`config.mk`:
```
export PLATFORM = sky130hd
export DESIGN_NAME = tlvs_ctrl
export DESIGN_NICKNAME = d
export VERILOG_FILES = /design/src/tlvs_pkg.sv /design/src/tlvs_ctrl.sv
export SDC_FILE = /design/constraint.sdc
export NUM_CORES = 1
export LEC_CHECK = 0
export BUFFER_PORTS_ARGS = -buffer_cell sky130_fd_sc_hd__buf_2
export CORE_AREA = 10 10 47 49
export DETAILED_ROUTE_END_ITERATION = 16
export DIE_AREA = 0 0 57 59
export PLACE_DENSITY = 0.66
export SLEW_MARGIN = 20
export SYNTH_ARGS = -nofsm -noshare
export SYNTH_HDL_FRONTEND = slang
export SYNTH_SLANG_ARGS = --single-unit
```
`constraint.sdc`:
```
create_clock -name clk -period 3.45 [get_ports clk]
set_input_delay 0.5175 -clock clk [delete_from_list [all_inputs] [get_ports clk]]
set_output_delay 0.5175 -clock clk [all_outputs]
set_load 0.01 [all_outputs]
```
`src/tlvs_pkg.sv`:
```
package tlvs_pkg;

  localparam int MAX_BYTES = 1024;
  localparam int ADDR_W    = $clog2(MAX_BYTES);
  localparam int CNT_W     = $clog2(MAX_BYTES + 1);
  // record end can reach the buffer end plus the largest span
  localparam int END_W     = $clog2(MAX_BYTES + 258);
  localparam int SPAN_W    = 9;
  localparam int NXT_W     = 9;

  localparam logic [NXT_W-1:0] TAG_NONE = 9'h100;

  typedef struct packed {
    logic load;        // accepted load request
    logic sort_go;     // accepted last load, start the sort
    logic rd_len;      // read the length byte of the current record
    logic eval;        // length byte is in, act on the record
    logic copy;        // move one record byte to the sorted store
    logic next_pass;   // advance to the next tag
    logic finish_ok;   // sort done, buffer good
    logic finish_bad;  // sort done, buffer corrupt
    logic fetch;       // accepted fetch request that finds a byte
  } tlvs_cmd_t;

  typedef struct packed {
    logic pos_end;     // scan reached the buffer end
    logic lone_tag;    // tag byte with no length byte behind it
    logic over;        // record runs past the buffer end
    logic match;       // record tag equals the tag of this pass
    logic next_none;   // no larger tag seen in this pass
    logic span_last;   // last byte of the record copy
    logic fetch_hit;   // a sorted byte is left to fetch
  } tlvs_sts_t;

endpackage

```
`src/tlvs_ctrl.sv`:
```
module tlvs_ctrl
  import tlvs_pkg::*;
(
  input  logic      clk,
  input  logic      rst_n,
  input  logic      in_valid,
  output logic      in_ready,
  input  logic      in_func,
  input  logic      in_last_byte,
  output logic      out_valid,
  input  logic      out_ready,
  input  tlvs_sts_t sts,
  output tlvs_cmd_t cmd
);

  localparam logic [2:0] S_IDLE = 3'd0;
  localparam logic [2:0] S_TAG  = 3'd1;
  localparam logic [2:0] S_LEN  = 3'd2;
  localparam logic [2:0] S_SPAN = 3'd3;
  localparam logic [2:0] S_COPY = 3'd4;

  logic [2:0] state_r;
  logic [2:0] state_nxt;
  logic       out_valid_r;
  logic       out_valid_nxt;
  logic       idle;
  logic       fire;

  assign idle = state_r == S_IDLE;
  // loads make no result, so a stalled output only holds back fetches
  assign in_ready = idle && (!out_valid_r || out_ready || !in_func);
  assign fire     = in_valid && in_ready;

  always_comb begin
    cmd        = '0;
    state_nxt  = state_r;
    cmd.load   = fire && !in_func;
    cmd.fetch  = fire && in_func && sts.fetch_hit;
    case (state_r)
      S_IDLE: begin
        if (cmd.load && in_last_byte) begin
          cmd.sort_go = 1'b1;
          state_nxt   = S_TAG;
        end
      end
      S_TAG: begin
        if (sts.pos_end) begin
          if (sts.next_none) begin
            cmd.finish_ok = 1'b1;
            state_nxt     = S_IDLE;
          end else begin
            cmd.next_pass = 1'b1;
          end
        end else if (sts.lone_tag) begin
          cmd.finish_bad = 1'b1;
          state_nxt      = S_IDLE;
        end else begin
          state_nxt = S_LEN;
        end
      end
      S_LEN: begin
        cmd.rd_len = 1'b1;
        state_nxt  = S_SPAN;
      end
      S_SPAN: begin
        if (sts.over) begin
          cmd.finish_bad = 1'b1;
          state_nxt      = S_IDLE;
        end else begin
          cmd.eval  = 1'b1;
          state_nxt = sts.match ? S_COPY : S_TAG;
        end
      end
      S_COPY: begin
        cmd.copy = 1'b1;
        if (sts.span_last) begin
          state_nxt = S_TAG;
        end
      end
      default: begin
        state_nxt = S_IDLE;
      end
    endcase
  end

  always_comb begin
    out_valid_nxt = out_valid_r;
    if (cmd.fetch) begin
      out_valid_nxt = 1'b1;
    end else if (out_ready) begin
      out_valid_nxt = 1'b0;
    end
  end

  always_ff @(posedge clk) begin
    if (!rst_n) begin
      state_r     <= S_IDLE;
      out_valid_r <= 1'b0;
    end else begin
      state_r     <= state_nxt;
      out_valid_r <= out_valid_nxt;
    end
  end

  assign out_valid = out_valid_r;

  a_ready_only_idle: assert property (@(posedge clk) disable iff (!rst_n)
    in_ready |-> (state_r == S_IDLE))
    else $error("request taken while sorting");

  a_copy_returns: assert property (@(posedge clk) disable iff (!rst_n)
    (state_r == S_COPY && sts.span_last) |=> (state_r == S_TAG))
    else $error("record copy did not return to the scan");

  a_fetch_shows: assert property (@(posedge clk) disable iff (!rst_n)
    cmd.fetch |=> out_valid_r)
    else $error("fetch produced no result");

endmodule

```
==> impl_metrics.csv <==
group,metric,value,unit
final_layout,layout.nets,78,
logic_synthesis,ys_ff_latch,4,
floorplan,die_h,59,µm
floorplan,ios,24,
timing,max_freq,491,MHz
logic_synthesis,synthFlopType,"dfxtp_1",
logic_synthesis,ys_warn_count,0,
timing,worstMarginPinSlew,0.400,ns
placed_design,port_buffers,23,
logic_synthesis,synth-edff-count,0,
job,max_cap_viol_count,0,
logic_synthesis,synthAdderAreaFrac,0,%
final_layout,final_util,34.1,%
cts,h-tree-depth,1,
logic_synthesis,synth_most_common_cell,"nor3b_1",
timing,hold_slack,0.559,ns
setup_path,cp.arrival,1.52,ns
final_layout,multi_input_area,233,µm²
drt,ant_nets,0,
global_route,track_usage,5.71,%
drt,wl_per_cell,12.7,µm
drt,routed.top_layer,"met3",
logic_synthesis,synth_top_cells_by_area,"dfxtp_1, nor3b_1, a22oi_1",
global_route,grt_pass1_wl,1580,µm
logic_synthesis,synth_cell_types,24,
logic_synthesis,muxShareOfSynthArea,0,%
timing,slew_headroom,73.3,%
final_layout,regArea,80.1,µm²
drt,route.met3.wl,123,µm
setup_path,start_kind,"register",
setup_path,critical_path_class,"register to output pin",
timing,finalSetupViolations,0,
min_path,hold_class,"input pin to register",
setup_path,end_kind,"output pin",
global_route,antenna_found_initial,0,
drt,drt_iter0_markers,3,
cts,root_buffer,"clkbuf_4",
logic_synthesis,synth_top_family_by_area,"simple AND/OR/NAND/NOR gates",
final_layout,nFillCells,169,
drt,drc,0,
drt,drtPass1Iterations,2,
logic_synthesis,synthXorXnorAreaFrac,0,%
drt,wl_met2,479,µm
logic_synthesis,synth_top_cells_by_count,"nor3b_1, dfxtp_1, a22oi_1, nor2b_1",
logic_synthesis,yosysTopAreaCell,"dfxtp_1",
cts,numCtsBuffers,3,
setup_path,critPathMaxFanout,14,
logic_synthesis,async_flop_share,0,%
power_and_ir_drop,vdd_drop_max,119,µV
power_and_ir_drop,leakage,0.213,nW
logic_synthesis,synth_compound_area_share,21.7,%
timing,fin_worst_skew,0.000819,ns
cts,path_clk_slew,0.03,ns
cts,clock_sinks,4,
logic_synthesis,synthSimpleGateAreaFrac,43.4,%
global_route,grt.overflow.total,0,
timing,fin_crit,2.04,ns
drt,m1WireLength,403,µm
timing,setup_tns,0,ns
logic_synthesis,syn_avg_cell_area,8.73,µm²
floorplan,core,1400,µm²
floorplan,dieWidth,57,µm
timing,drv_slew,0,
floorplan,die_area,3360,µm²
cts,post_cts_resized,0,
final_layout,syn_to_final_growth,33.6,%
timing,final.period_utilization,59.0,%
cts,cts_tree,"built",
final_layout,num_antenna_cells,0,
cts,cts_max_path_buffers,2,
logic_synthesis,syn_inst,41,
drt,wl,1010,µm
global_route,grt_start_max_net_pins,15,
final_layout,drive_gt1_share,46.0,%
cts,holdBufCountCts,0,
logic_synthesis,syn_area,358,µm²
logic_synthesis,synth_top_area_share,22.4,%
cts,cts_setup_buffers,0,
timing,rsz0062_at_grt,"false",
drt,viasPerCell,4.96,
setup_path,worst_ep_required_time,2.93,ns
timing,finalHoldViolCount,0,
floorplan,floorplan.rows,14,
placed_design,gp_congestion,0.761,
drt,vias,392,
global_route,grt_pass1_vias,376,
power_and_ir_drop,powerDensity,306,nW/µm²
logic_synthesis,syn_nets,54,
logic_synthesis,seq_area_frac_synth,22.4,%
cts,clk_latency,0.23,ns
status,status,"completed",
floorplan,start_util,25.5,%
[metrics by stage]
step | std cells | setup WS (ns) | cell area [µm²] | total power [W]
finish | 79 | 1.41 | 478 | 0.000146
floorplan | 41 | 1.71 | 358 | 0.0000785
detailed placement | 76 | 1.64 | 455 | 0.0000929
CTS | 79 | 1.40 | 478 | 0.000150
global placement | 76 | 1.66 | 455 | 0.0000920
global route | 79 | 1.32 | 478 | 0.000159
[logic make-up (layout without fill, tap and decap cells)]
| logic type | after synthesis | count (layout) |
|---|---|---|
| compound gates | 10 | 10 |
| buf+inv | 6 | 28 |
| flops | 4 | 4 |
| simple gates | 21 | 21 |
[routing by layer]
layer	global-route usage, %	up-vias
met5	0	-
met4	3.02	0
met3	4.29	0
met2	9.30	15
met1	5.13	173
li1	-	204
[flip-flops by register name (all words and copies together), names as in the netlist]
name / cells
out_valid: 1
state_r: 3
[final cells by class]
class / instances / area share (%)
Sequential cell: 4 / 16.8
Tap cell: 16 / 4.19
Inverter: 2 / 1.57
Timing Repair Buffer: 23 / 24.1
Multi-Input combinational cell: 31 / 48.7
Clock buffer: 3 / 4.71
[power breakdown]
group          switching, W  internal [W]  leakage [nW]
clock             0.0000162     0.0000387        0.0138
sequential       0.00000440     0.0000488        0.0325
combinational     0.0000182     0.0000201         0.167
total             0.0000388      0.000108         0.213
[worst paths after layout]
path | startpoint | end | slack [ns] | cells past startpoint
worst min-delay path | rst_n | state_r[2] | 0.56 | 2
worst min register to register | state_r[2] | state_r[1] | 0.67 | 1
worst max register to register | state_r[1] | state_r[0] | 2.20 | 3
worst max-delay path | state_r[1] | cmd[0] | 1.41 | 4
[critical path: stages, from the launching register on]
cell and delay (ns):
dfxtp_1 0.42, or3_4 0.45, a21oi_2 0.11, and4_1 0.19, buf_2 0.12
[layout by cell type (no fill, tap or decap), types with 2 or more instances in the layout]
cell | synthesis | layout
a22oi_1 | 3 | 3
buf_2 | 0 | 23
clkbuf_4 | 0 | 3
dfxtp_1 | 4 | 4
inv_1 | 2 | 2
nor2b_1 | 3 | 3
nor3_1 | 2 | 2
nor3b_1 | 6 | 6
nor4b_1 | 2 | 2
No activity file was read; power rests on OpenSTA's default activity.
